### config.mk
export PLATFORM = sky130hd
export DESIGN_NAME = intel_hex_record_parser
export DESIGN_NICKNAME = d
export VERILOG_FILES = /design/src/rtl/core/ihex_pkg.sv /design/src/rtl/core/intel_hex_record_parser.sv
export SDC_FILE = /design/constraint.sdc
export NUM_CORES = 1
export LEC_CHECK = 0
export BUFFER_PORTS_ARGS = -buffer_cell sky130_fd_sc_hd__buf_4
export CORE_UTILIZATION = 55
export DETAILED_ROUTE_END_ITERATION = 8
export PLACE_DENSITY = 0.77
export SLEW_MARGIN = 20
export SYNTH_ARGS = -nofsm -noshare
export SYNTH_HDL_FRONTEND = slang
export SYNTH_SLANG_ARGS = --single-unit
### constraint.sdc
create_clock -name aclk -period 4.15 [get_ports aclk]
set_input_delay 0.2075 -clock aclk [delete_from_list [all_inputs] [get_ports aclk]]
set_output_delay 0.2075 -clock aclk [all_outputs]
set_load 0.01 [all_outputs]
### src/rtl/core/ihex_pkg.sv
// ============================================================================
// ihex_pkg
// shared codes and the hex digit decoder of the intel hex record parser
// ============================================================================
`default_nettype none

package ihex_pkg;

    // result status codes
    localparam logic [1:0] ST_DONE   = 2'd0;
    localparam logic [1:0] ST_MORE   = 2'd1;
    localparam logic [1:0] ST_SUMERR = 2'd2;
    localparam logic [1:0] ST_SEQERR = 2'd3;

    // parser phases
    localparam logic [2:0] PH_START = 3'd0;
    localparam logic [2:0] PH_COUNT = 3'd1;
    localparam logic [2:0] PH_ADDR  = 3'd2;
    localparam logic [2:0] PH_TYPE  = 3'd3;
    localparam logic [2:0] PH_DATA  = 3'd4;
    localparam logic [2:0] PH_SUM   = 3'd5;
    localparam logic [2:0] PH_END   = 3'd6;
    localparam logic [2:0] PH_DONE  = 3'd7;

    // special characters
    localparam logic [7:0] CH_COLON = 8'h3a;
    localparam logic [7:0] CH_CR    = 8'h0d;
    localparam logic [7:0] CH_LF    = 8'h0a;

    // decoded hex digit: valid flag and nibble value
    typedef struct packed {
        logic       valid;
        logic [3:0] value;
    } hex_digit_t;

    function automatic hex_digit_t hex_decode(input logic [7:0] ch);
        hex_digit_t d;
        logic [7:0] diff;
        d.valid = 1'b0;
        d.value = 4'd0;
        if (ch >= 8'h30 && ch <= 8'h39) begin
            diff    = ch - 8'h30;
            d.valid = 1'b1;
            d.value = diff[3:0];
        end else if (ch >= 8'h61 && ch <= 8'h66) begin
            diff    = ch - 8'h57;
            d.valid = 1'b1;
            d.value = diff[3:0];
        end else if (ch >= 8'h41 && ch <= 8'h46) begin
            diff    = ch - 8'h37;
            d.valid = 1'b1;
            d.value = diff[3:0];
        end
        return d;
    endfunction

endpackage

`default_nettype wire

### src/rtl/core/intel_hex_record_parser.sv
// ============================================================================
// intel_hex_record_parser
// parses an ascii intel hex stream into byte writes and a running status
// ============================================================================
// The parser takes one character per clock cycle and returns one result for
// each character from its output register in the cycle after it is
// accepted. The whole per-character update (hex decode, field shift, byte
// add into the checksum, phase change) is one pass of logic into the state
// and result registers, so a new character is taken in every cycle while the
// result side keeps up; s_ready drops only while a result sits in the output
// register and m_ready is low. Data bytes of type 0 records come out with
// m_write_valid set at an address that starts at the record address and
// wraps at 16 bits. Checksum and sequence errors, and the end of the stream,
// are sticky: every later character gets the same status.
`default_nettype none

module intel_hex_record_parser (
    input  wire logic        aclk,
    input  wire logic        aresetn,
    // character input
    input  wire logic        s_valid,
    output logic             s_ready,
    input  wire logic [7:0]  s_character,
    // result output
    output logic             m_valid,
    input  wire logic        m_ready,
    output logic [1:0]       m_status,
    output logic             m_write_valid,
    output logic [15:0]      m_write_address,
    output logic [7:0]       m_write_data
);

    // parser state
    logic [2:0]  phase_reg,        phase_next;
    logic [2:0]  digit_count_reg,  digit_count_next;
    logic [15:0] field_value_reg,  field_value_next;
    logic [7:0]  bytes_left_reg,   bytes_left_next;
    logic [15:0] next_address_reg, next_address_next;
    logic [7:0]  running_sum_reg,  running_sum_next;
    logic [1:0]  last_status_reg,  last_status_next;

    // output register
    logic        out_valid_reg;
    logic [1:0]  out_status_reg;
    logic        out_wv_reg;
    logic [15:0] out_wa_reg;
    logic [7:0]  out_wd_reg;

    // per-character result
    logic [1:0]  res_status;
    logic        res_wv;
    logic [15:0] res_wa;
    logic [7:0]  res_wd;

    // digit handling
    ihex_pkg::hex_digit_t hex;
    logic [15:0] shifted;
    logic [2:0]  count_inc;
    logic [7:0]  byte_val;
    logic        byte_done;
    logic        word_done;
    logic [7:0]  bytes_dec;
    logic [7:0]  sum_check;
    logic        accept;

    // handshake
    assign s_ready = !out_valid_reg || m_ready;
    assign accept  = s_valid && s_ready;

    // digit shift and field completion
    assign hex       = ihex_pkg::hex_decode(s_character);
    assign shifted   = {field_value_reg[11:0], hex.value};
    assign count_inc = digit_count_reg + 3'd1;
    assign byte_val  = shifted[7:0];
    assign byte_done = hex.valid && (count_inc >= 3'd2);
    assign word_done = hex.valid && (count_inc >= 3'd4);
    assign bytes_dec = bytes_left_reg - 8'd1;
    assign sum_check = running_sum_reg + byte_val;

    // next state and result
    always_comb begin
        phase_next        = phase_reg;
        digit_count_next  = digit_count_reg;
        field_value_next  = field_value_reg;
        bytes_left_next   = bytes_left_reg;
        next_address_next = next_address_reg;
        running_sum_next  = running_sum_reg;
        res_status        = ihex_pkg::ST_MORE;
        res_wv            = 1'b0;
        res_wa            = 16'd0;
        res_wd            = 8'd0;

        // collect digits in every field phase
        if (phase_reg != ihex_pkg::PH_START && phase_reg != ihex_pkg::PH_DONE
                && hex.valid) begin
            field_value_next = shifted;
            digit_count_next = count_inc;
        end

        unique case (phase_reg)
            ihex_pkg::PH_START: begin
                if (s_character == ihex_pkg::CH_COLON) begin
                    phase_next       = ihex_pkg::PH_COUNT;
                    digit_count_next = 3'd0;
                    field_value_next = 16'd0;
                    running_sum_next = 8'd0;
                end else if (s_character != ihex_pkg::CH_CR
                        && s_character != ihex_pkg::CH_LF) begin
                    phase_next = ihex_pkg::PH_DONE;
                    res_status = ihex_pkg::ST_SEQERR;
                end
            end
            ihex_pkg::PH_COUNT: begin
                if (byte_done) begin
                    bytes_left_next  = byte_val;
                    running_sum_next = sum_check;
                    phase_next       = ihex_pkg::PH_ADDR;
                    digit_count_next = 3'd0;
                    field_value_next = 16'd0;
                end
            end
            ihex_pkg::PH_ADDR: begin
                if (word_done) begin
                    next_address_next = shifted;
                    running_sum_next  = running_sum_reg + shifted[15:8] + shifted[7:0];
                    phase_next        = ihex_pkg::PH_TYPE;
                    digit_count_next  = 3'd0;
                    field_value_next  = 16'd0;
                end
            end
            ihex_pkg::PH_TYPE: begin
                if (byte_done) begin
                    running_sum_next = sum_check;
                    if (byte_val != 8'd0) begin
                        phase_next = ihex_pkg::PH_END;
                    end else if (bytes_left_reg == 8'd0) begin
                        phase_next = ihex_pkg::PH_SUM;
                    end else begin
                        phase_next = ihex_pkg::PH_DATA;
                    end
                    digit_count_next = 3'd0;
                    field_value_next = 16'd0;
                end
            end
            ihex_pkg::PH_DATA: begin
                if (byte_done) begin
                    running_sum_next  = sum_check;
                    res_wv            = 1'b1;
                    res_wa            = next_address_reg;
                    res_wd            = byte_val;
                    next_address_next = next_address_reg + 16'd1;
                    bytes_left_next   = bytes_dec;
                    if (bytes_dec == 8'd0) begin
                        phase_next = ihex_pkg::PH_SUM;
                    end
                    digit_count_next = 3'd0;
                    field_value_next = 16'd0;
                end
            end
            ihex_pkg::PH_SUM: begin
                if (byte_done) begin
                    if (sum_check != 8'd0) begin
                        phase_next = ihex_pkg::PH_DONE;
                        res_status = ihex_pkg::ST_SUMERR;
                    end else begin
                        phase_next        = ihex_pkg::PH_START;
                        bytes_left_next   = 8'd0;
                        next_address_next = 16'd0;
                        running_sum_next  = 8'd0;
                    end
                    digit_count_next = 3'd0;
                    field_value_next = 16'd0;
                end
            end
            ihex_pkg::PH_END: begin
                if (byte_done) begin
                    phase_next       = ihex_pkg::PH_DONE;
                    res_status       = ihex_pkg::ST_DONE;
                    digit_count_next = 3'd0;
                    field_value_next = 16'd0;
                end
            end
            ihex_pkg::PH_DONE: begin
                // stream finished: repeat the status that ended it
                res_status = last_status_reg;
            end
        endcase

        last_status_next = res_status;
    end

    // state registers, updated on each accepted character
    always_ff @(posedge aclk) begin
        if (!aresetn) begin
            phase_reg        <= ihex_pkg::PH_START;
            digit_count_reg  <= 3'd0;
            field_value_reg  <= 16'd0;
            bytes_left_reg   <= 8'd0;
            next_address_reg <= 16'd0;
            running_sum_reg  <= 8'd0;
            last_status_reg  <= ihex_pkg::ST_DONE;
        end else if (accept) begin
            phase_reg        <= phase_next;
            digit_count_reg  <= digit_count_next;
            field_value_reg  <= field_value_next;
            bytes_left_reg   <= bytes_left_next;
            next_address_reg <= next_address_next;
            running_sum_reg  <= running_sum_next;
            last_status_reg  <= last_status_next;
        end
    end

    // output valid flag
    always_ff @(posedge aclk) begin
        if (!aresetn) begin
            out_valid_reg <= 1'b0;
        end else if (accept) begin
            out_valid_reg <= 1'b1;
        end else if (m_ready) begin
            out_valid_reg <= 1'b0;
        end
    end

    // output payload
    always_ff @(posedge aclk) begin
        if (accept) begin
            out_status_reg <= res_status;
            out_wv_reg     <= res_wv;
            out_wa_reg     <= res_wa;
            out_wd_reg     <= res_wd;
        end
    end

    assign m_valid         = out_valid_reg;
    assign m_status        = out_status_reg;
    assign m_write_valid   = out_wv_reg;
    assign m_write_address = out_wa_reg;
    assign m_write_data    = out_wd_reg;

endmodule

`default_nettype wire

==> results.yml, run 1 <==
clock_network:
  cts.path.max_buffers: 2
  cts_made_buffers: 9
  cts-root-buf: "clkbuf_8"
  cts_sinks: 80
  clkLatencyLatePin_ns: 0.36
  cts.repair.resized: 0
  h-tree-depth: 3
  hold_buffers: 0
  clkTransAtPathRegs_ns: 0.09
  cts_tree: "done"
  cts_setup_buffers: 0
worst_setup_path:
  cp.required_ns: 4.36
  cp_max_fo: 5
  rr_endpoint: "next_address_reg[13]"
  reg2reg_setup_slack_ns: 0.96
  arrival_ns: 4.02
  slowest_stage: "a2111oi_4"
  crit_path_max_incr_delay_ns: 0.47
  crit_path_end_kind: "flip-flop"
  crit_end: "next_address_reg[13]"
  start_kind: "input port"
  cp_top_family: "compound AO/OA/AOI/OAI gates"
  cp.depth: 18
  crit_chain: "buf_4 -> inv_1 -> ha_1 -> o21ba_2 -> o21ai_1 -> nor2_1 -> a21oi_1 -> inv_1 -> ha_1 -> fa_1 -> a211oi_2 -> o21ba_2 -> o221ai_1 -> a2111oi_4 -> a211oi_4 -> buf_4 -> a2111oi_0 -> a211oi_1"
  path_class: "input port to flip-flop"
  rr_startpoint: "running_sum_reg[0]"
  reg2reg_depth: 10
  critPathBufInv: 4
  crit_path_start: "s_character[0]"
drt:
  dr.pass1.iters: 7
  totalWireLength_mm: 13.64
  post_drt_wl_per_cell_microns: 18.79
  viasPerCell: 6.459
  vias: 4689
  drt_iter0_drc: 374
  post-route-drc-count: 3
  ant_nets: 0
logic_synthesis:
  yosys.area_share.xor_xnor_pct: 2.245
  ys_ff_latch: 80
  synth_adder_area_share_pct: 8.979
  synth_top_area_share_pct: 20.92
  synth_nets: 616
  yosys_warnings: 0
  synth_area_sq_um: 5072
  synthTopCellsByArea: "dfxtp_1 (21%), edfxtp_1 (16%), ha_1 (5.4%), o21ai_0 (4.1%), nand2_1 (4.1%)"
  synth_top_family_by_area: "compound AO/OA/AOI/OAI gates"
  synth-seq-area-share_pct: 36.90
  avgSynthCellArea_sq_um: 8.852
  synth-edff-count: 27
  async_flop_share_pct: 0
  netlist-cell-type-count: 76
  ys.flop_type: "dfxtp_1"
  synthSimpleGateAreaFrac_pct: 20.18
  syn_inst: 573
  synthMuxAreaShare_pct: 0.4193
  synth_top_cell_by_area: "dfxtp_1"
  synth_compound_area_share_pct: 26.05
timing:
  fmax_ghz: 0.2628
  setup_ws_ns: 0.3448
  max-slew-margin-rel_pct: 52.37
  fin_skew_ns: 0.01042
  min_period_over_period_pct: 91.69
  max_slew.worst_pin.slew_ns: 0.7135
  post-route-min-period_ns: 3.805
  drv_slew: 0
  setup_violations: 0
  rsz0062_at_grt: "no"
  final_hold_viol_count: 0
place:
  dp.cells: 711
  io_buffers: 40
  hpwlAfterDp_mm: 9.930
  dp_slack_ns: -0.05940
  place_congestion: 0.9338
die:
  die_w_microns: 98.04
  die_area_sq_um: 9611
  io_pins: 41
  fp-row-count: 34
  core_sq_um: 8806
  die_h_microns: 98.04
  start_util_pct: 57.60
final_layout:
  final_cell_mix: "buf_4 (60), nand2_1 (55), nor2_1 (55), dfxtp_1 (53), o21ai_0 (41)"
  synthToLayoutAreaGrowth_pct: 13.52
  diodes: 0
  drive_gt1_share_pct: 17.80
  fin_nets: 657
  fin_cells: 726
  final_common_cell: "buf_4"
hold_path:
  hold_class: "input port to flip-flop"
  min_path_cells: 3
global_route:
  grt_util_all_layers_pct: 29.94
  grt_max_degree: 29
  antenna_found_initial: 0
  grt_pass1_wl_mm: 22.77
  gr-total-overflow: 0
  grt_pass1_vias: 4541
run:
  cap_violations: 0
pwr:
  p_leak_nw: 2.287
  powerDensity_nw_per_um2: 444.6
  ir_drop_uv: 345.4
run_status:
  violations: "DRC"
  status: "complete, but fails checks"
==> stage by stage <==
| stage | TNS (ns) | power, mW | util [%] | area, sq um | hold slack (ns) |
|---|---|---|---|---|---|
| after floorplan | 0 | 1.633 | - | 5080 | 0.3370 |
| after global placement | 0 | 1.875 | 62.84 | 5534 | 0.4364 |
| after detailed placement | -0.2922 | 1.900 | 62.84 | 5534 | 0.4462 |
| after CTS | 0 | 2.543 | 65.30 | 5751 | 0.07990 |
| after global routing | 0 | 2.703 | 65.39 | 5758 | 0.08319 |
| final | 0 | 2.560 | 65.39 | 5758 | 0.08463 |
==> how the worst min path moves through the flow <==
stage	end	slack [ns]	start
floorplan	m_valid	0.34	s_valid
global placement	digit_count_reg[2]	0.44	digit_count_reg[2]
detailed placement	digit_count_reg[2]	0.45	digit_count_reg[2]
CTS	m_valid	0.08	s_valid
global route	m_valid	0.08	s_valid
finish	m_valid	0.08	s_valid
==> where the power goes <==
group          switching (mW)  leakage [nW]  total (mW)  internal (mW)
Clock                   0.303         0.102       0.643          0.340
Combinational           0.572          1.49       0.945          0.373
Sequential              0.101         0.699       0.972          0.872
==> logic make-up after synthesis <==
logic type                 after synthesis
xor gates and xnor gates                13
buffers and inverters                   63
and+or+nand+nor                        200
DFF                                     80
adders and majority gates               31
muxes                                    2
AOI/OAI and AO/OA                      184
==> worst min-delay path: stages <==
cell and delay, ns:
buf_4 0.11, inv_1 0.04, a21oi_1 0.04
==> cell type report <==
cell class	instances	area [sq um]
timing repair buffer	60	450.4
clock buffer	9	123.9
fill	725	3048
inverter	33	128.9
sequential	80	1872
clock inverter	6	92.59
tap	108	135.1
multi-input combinational	430	2955
==> layer usage <==
metal	track usage [%]	wire length, microns	up-vias	share of wire, %
met4	11.19	381	0	2.8
met1	40.16	6001	2229	44
met5	0	0	-	0
met3	6.156	1039	32	7.6
li1	-	-	2233	-
met2	47.72	6220	195	46
==> cell usage after synthesis (all sizes together), types with 5 or more instances <==
master and n:
nand2 56, nor2 55, dfxtp 53, o21ai 44, inv 30, edfxtp 27
a21oi 26, ha 22, clkbuf 21, and3 16, a211oi 15, o31ai 13
nor3 11, a311oi 10, nand3 10, a22oi 9, buf 9, fa 9
o311ai 8, or2 7, xnor2 7, a2111oi 6, a31oi 6, or3 6
xor2 6, nand2b 5, nor2b 5, o211ai 5, o21a 5, o21ba 5
Power figures use the tool's default switching activity.
==> run 2: changes to the inputs <==
--- a/config.mk
+++ b/config.mk
@@ -5,10 +5,10 @@
 export SDC_FILE = /design/constraint.sdc
 export NUM_CORES = 1
 export LEC_CHECK = 0
-export BUFFER_PORTS_ARGS = -buffer_cell sky130_fd_sc_hd__buf_4
-export CORE_UTILIZATION = 55
+export CORE_UTILIZATION = 50
 export DETAILED_ROUTE_END_ITERATION = 8
-export PLACE_DENSITY = 0.77
+export DONT_BUFFER_PORTS = 1
+export PLACE_DENSITY = 0.68
 export SLEW_MARGIN = 20
 export SYNTH_ARGS = -nofsm -noshare
 export SYNTH_HDL_FRONTEND = slang
==> results.yml, run 2 (synthesized netlist as in run 1, its figures left out) <==
worst_setup_path:
  cp_max_fo: 16
  cp.required_ns: 4.36
  path_class: "input port to flip-flop"
  start_kind: "input port"
  crit_path_end_kind: "flip-flop"
  arrival_ns: 4.05
timing:
  min_period_over_period_pct: 92.60
  rsz0062_at_grt: "no"
  final_hold_viol_count: 0
  post-route-min-period_ns: 3.843
  fin_skew_ns: 0.01247
  fin_setup_tns_ns: 0
  hold_ws_ns: 0.02817
  setup_violations: 0
  fmax_ghz: 0.2602
  drv_slew: 0
  max_slew.worst_pin.slew_ns: 1.049
  max-slew-margin-rel_pct: 29.99
clock_network:
  cts_sinks: 80
  clkLatencyLatePin_ns: 0.37
  cts_tree: "done"
  cts.path.max_buffers: 2
  cts-root-buf: "clkbuf_8"
  clkTransAtPathRegs_ns: 0.09
  h-tree-depth: 3
  cts_made_buffers: 9
  cts_setup_buffers: 0
final_layout:
  fin_cells: 710
  fin_nets: 615
  synthToLayoutAreaGrowth_pct: 8.387
  drive_gt1_share_pct: 11.09
  design_area_sq_um: 5498
  fin_util_pct: 55.99
  multi_input_area_sq_um: 2948
  final_cell_mix: "nand2_1 (55), nor2_1 (55), dfxtp_1 (53), o21ai_0 (41), inv_1 (30)"
  diodes: 0
  fill_cells: 896
  ff_latch_area_sq_um: 1872
pwr:
  ir_drop_uv: 228.9
  p_leak_nw: 2.093
  powerDensity_nw_per_um2: 469.8
drt:
  drt_iter0_drc: 384
  viasPerCell: 6.461
  ant_nets: 0
  vias: 4587
  totalWireLength_mm: 13.77
  post-route-drc-count: 0
  post_drt_wl_per_cell_microns: 19.40
  dr.pass1.iters: 6
run:
  cap_violations: 0
die:
  start_util_pct: 51.66
  io_pins: 41
  die_h_microns: 102.7
  die_w_microns: 102.7
  core_sq_um: 9819
  fp-row-count: 36
  die_area_sq_um: 10550
hold_path:
  hold_class: "input port to flip-flop"
place:
  dpl-instance-area_sq_um: 5235
  place_congestion: 0.9411
  hpwlAfterDp_mm: 9.774
  io_buffers: 0
  dp.cells: 692
global_route:
  grt_pass1_vias: 4261
  grt_max_degree: 30
  grt_pass1_wl_mm: 22.28
  antenna_found_initial: 0
  gr-total-overflow: 0
  grt_util_all_layers_pct: 27.84
run_status:
  status: "completed"
==> run 2: layout make-up <==
cell class	instances	share of cell area (%)
inverters	33	2.344
repair buffers	18	2.549
multi-input cells	430	53.62
well taps	133	3.027
clock inverters	6	2.094
flip-flops and latches	80	34.05
clock buffers	10	2.321
==> run 2: path summary, 6_finish.rpt <==
kind | start | end | slack (ns) | cells after the start
setup / recovery | s_character[0] | next_address_reg[12] | 0.31 | 16
hold reg to reg | digit_count_reg[2] | digit_count_reg[2] | 0.45 | 2
setup reg to reg | running_sum_reg[0] | next_address_reg[12] | 0.82 | 10
hold / removal | aresetn | next_address_reg[9] | 0.03 | 2
==> run 2: where the power goes <==
part | switching [mW] | internal, mW | leakage (nW)
Clock | 0.315 | 0.404 | 0.117
Sequential | 0.115 | 0.873 | 0.699
Combinational | 0.542 | 0.334 | 1.28
Total | 0.972 | 1.61 | 2.09
==> run 2: critical path, stage by stage <==
cell and delay, ns:
inv_1 0.11, ha_1 0.21, nor3b_1 0.32, nor3_2 0.13, a21oi_1 0.20, inv_1 0.09, ha_1 0.22, fa_1 0.42
a211oi_2 0.35, o21ba_2 0.21, o221ai_1 0.21, a2111oi_4 0.51, a211oi_4 0.11, buf_4 0.22, a2111oi_0 0.44, a211oi_1 0.09
==> run 2: routing by layer <==
metal | vias up | global-route usage, % | part of all wire, %
met1 | 2171 | 37.23 | 44
met3 | 45 | 4.949 | 7.3
li1 | 2151 | - | -
met4 | 0 | 15.05 | 3.8
met2 | 220 | 42.67 | 45
met5 | - | 0 | 0
==> run 2: per-stage QoR <==
step / power, mW / setup slack [ns]
3_3_place_gp: 1.828 / 0.1311
2_1_floorplan: 1.633 / 0.09679
5_1_grt: 2.716 / 0.04873
6_report: 2.583 / 0.3072
3_5_place_dp: 1.845 / 0.009525
4_1_cts: 2.561 / 0.3826
==> run 2: repair_timing <==
action | in CTS | in global routing
gates resized for setup | 0 | 0
endpoints found under the hold margin | 12 | 0
hold buffers | 2 | 0
==> run 3: changes to the inputs <==
--- a/config.mk
+++ b/config.mk
@@ -5,10 +5,11 @@
 export SDC_FILE = /design/constraint.sdc
 export NUM_CORES = 1
 export LEC_CHECK = 0
-export CORE_UTILIZATION = 50
+export CORE_UTILIZATION = 55
 export DETAILED_ROUTE_END_ITERATION = 8
 export DONT_BUFFER_PORTS = 1
-export PLACE_DENSITY = 0.68
+export MAX_ROUTING_LAYER = met4
+export PLACE_DENSITY = 0.73
 export SLEW_MARGIN = 20
 export SYNTH_ARGS = -nofsm -noshare
 export SYNTH_HDL_FRONTEND = slang
==> results.yml, run 3 (synthesized netlist as in run 1, its figures left out) <==
timing:
  fmax_ghz: 0.2671
  final_hold_viol_count: 0
  max-slew-margin-rel_pct: 31.21
  fin_setup_tns_ns: 0
  post-route-min-period_ns: 3.744
  fin_skew_ns: 0.01185
  setup_violations: 0
  rsz0062_at_grt: "no"
  drv_slew: 0
  min_period_over_period_pct: 90.22
  max_slew.worst_pin.slew_ns: 1.031
die:
  die_w_microns: 98.04
  die_area_sq_um: 9611
  start_util_pct: 57.60
  die_h_microns: 98.04
  fp-row-count: 34
  core_sq_um: 8806
  io_pins: 41
final_layout:
  fin_cells: 685
  fin_util_pct: 61.57
  multi_input_area_sq_um: 2948
  ff_latch_area_sq_um: 1872
  fin_nets: 615
  fill_cells: 763
  diodes: 0
  drive_gt1_share_pct: 11.09
  final_cell_mix: "nand2_1 (55), nor2_1 (55), dfxtp_1 (53), o21ai_0 (41), inv_1 (30)"
  synthToLayoutAreaGrowth_pct: 6.882
worst_setup_path:
  reg2reg_setup_slack_ns: 0.88
  reg2reg_depth: 8
  cp_max_fo: 16
  rr_startpoint: "field_value_reg[0]"
  arrival_ns: 4.00
  start_kind: "input port"
  cp.required_ns: 4.41
  path_class: "input port to flip-flop"
  rr_endpoint: "next_address_reg[1]"
  crit_path_end_kind: "flip-flop"
  crit_path_start: "s_character[0]"
drt:
  post-route-drc-count: 7
  viasPerCell: 6.653
  dr.pass1.iters: 9
  ant_nets: 0
  drt_iter0_drc: 384
  totalWireLength_mm: 13.52
  post_drt_wl_per_cell_microns: 19.73
  vias: 4557
clock_network:
  cts_tree: "done"
  h-tree-depth: 3
  cts.path.max_buffers: 2
  cts.repair.resized: 0
  clkLatencyLatePin_ns: 0.37
  cts-root-buf: "clkbuf_8"
  clkTransAtPathRegs_ns: 0.08
  cts_sinks: 80
  cts_setup_buffers: 0
  cts_made_buffers: 9
global_route:
  grt_use_met2_pct: 46.10
  grt_max_degree: 30
  grt_pass1_wl_mm: 22.37
  grt_use_met1_pct: 41.69
  gr-total-overflow: 0
  grt_util_all_layers_pct: 30.59
  grt_pass1_vias: 4268
  antenna_found_initial: 0
  busiest_layer: "met2"
  met3_usage_pct: 3.150
run_status:
  status: "complete, but fails checks"
  violations: "DRC"
place:
  hpwlAfterDp_mm: 9.703
  io_buffers: 0
  dp.cells: 667
  place_congestion: 0.9814
hold_path:
  hold_class: "input port to flip-flop"
  min_path_cells: 2
  min-delay-start: "aresetn"
  min_delay_worst_endpoint: "phase_reg[0]"
run:
  cap_violations: 0
pwr:
  powerDensity_nw_per_um2: 450.7
  ir_drop_uv: 265.6
  p_leak_nw: 2.065
-- run 3: changes by cell type in the layout (fill, tap and decap cells not counted), sizes merged --
cell | before | now
bufinv | 3 | 1
clkinv | 3 | 4
clkinvlp | 1 | 3
inv | 32 | 31
-- run 3: repair_timing --
| action | in CTS | in global routing |
|---|---|---|
| hold endpoints to repair | 9 | 0 |
| endpoints found under the setup margin | 0 | 0 |
| hold buffers | 2 | 0 |
-- run 3: report_power, final --
group | internal, mW | total, mW | leakage [nW] | switching, mW
Sequential | 0.873 | 0.986 | 0.699 | 0.113
Combinational | 0.333 | 0.869 | 1.28 | 0.535
Clock | 0.281 | 0.589 | 0.0891 | 0.308
Total | 1.49 | 2.44 | 2.07 | 0.957
-- run 3: layout make-up --
type | instances | area share [%]
Sequential cell | 80 | 34.53
Timing Repair Buffer | 18 | 2.585
Clock buffer | 10 | 2.354
Inverter | 33 | 2.377
Tap cell | 108 | 2.493
Multi-Input combinational cell | 430 | 54.37
Clock inverter | 6 | 1.292
-- run 3: stage by stage --
step / setup slack, ns / power [mW] / hold slack (ns) / instance area [sq um]
2_1_floorplan: 0.09679 / 1.633 / 0.3370 / 5080
3_3_place_gp: 0.1905 / 1.831 / 0.3386 / 5204
3_5_place_dp: 0.03700 / 1.841 / 0.3434 / 5204
4_1_cts: 0.4134 / 2.423 / 0.0001767 / 5421
5_1_grt: 0.01799 / 2.568 / 0.01037 / 5421
6_report: 0.4061 / 2.444 / 0.006902 / 5421
-- run 3: how the worst max path moves through the flow --
stage / to / slack, ns / depth (start not counted)
3_5_place_dp: next_address_reg[1] / 0.04 / 15
3_3_place_gp: next_address_reg[10] / 0.19 / 16
4_1_cts: bytes_left_reg[2] / 0.41 / 17
5_1_grt: next_address_reg[14] / 0.02 / 16
2_1_floorplan: next_address_reg[15] / 0.1 / 18
6_report: next_address_reg[1] / 0.41 / 15
-- run 3: layer usage --
| metal | wire length (microns) | vias up |
|---|---|---|
| li1 | - | 2143 |
| met1 | 6098 | 2154 |
| met2 | 6170 | 224 |
| met3 | 823 | 36 |
| met4 | 423 | 0 |
| met5 | 0 | - |
-- run 3: worst max-delay path: stages --
cell	delay, ns
inv_1	0.10
ha_1	0.20
nor3b_1	0.34
nor3_2	0.10
a21oi_1	0.21
inv_1	0.09
ha_1	0.22
fa_1	0.43
a211oi_2	0.32
o21ba_2	0.20
o221ai_1	0.21
a2111oi_4	0.46
a211oi_4	0.12
or2_1	0.46
a211oi_1	0.33
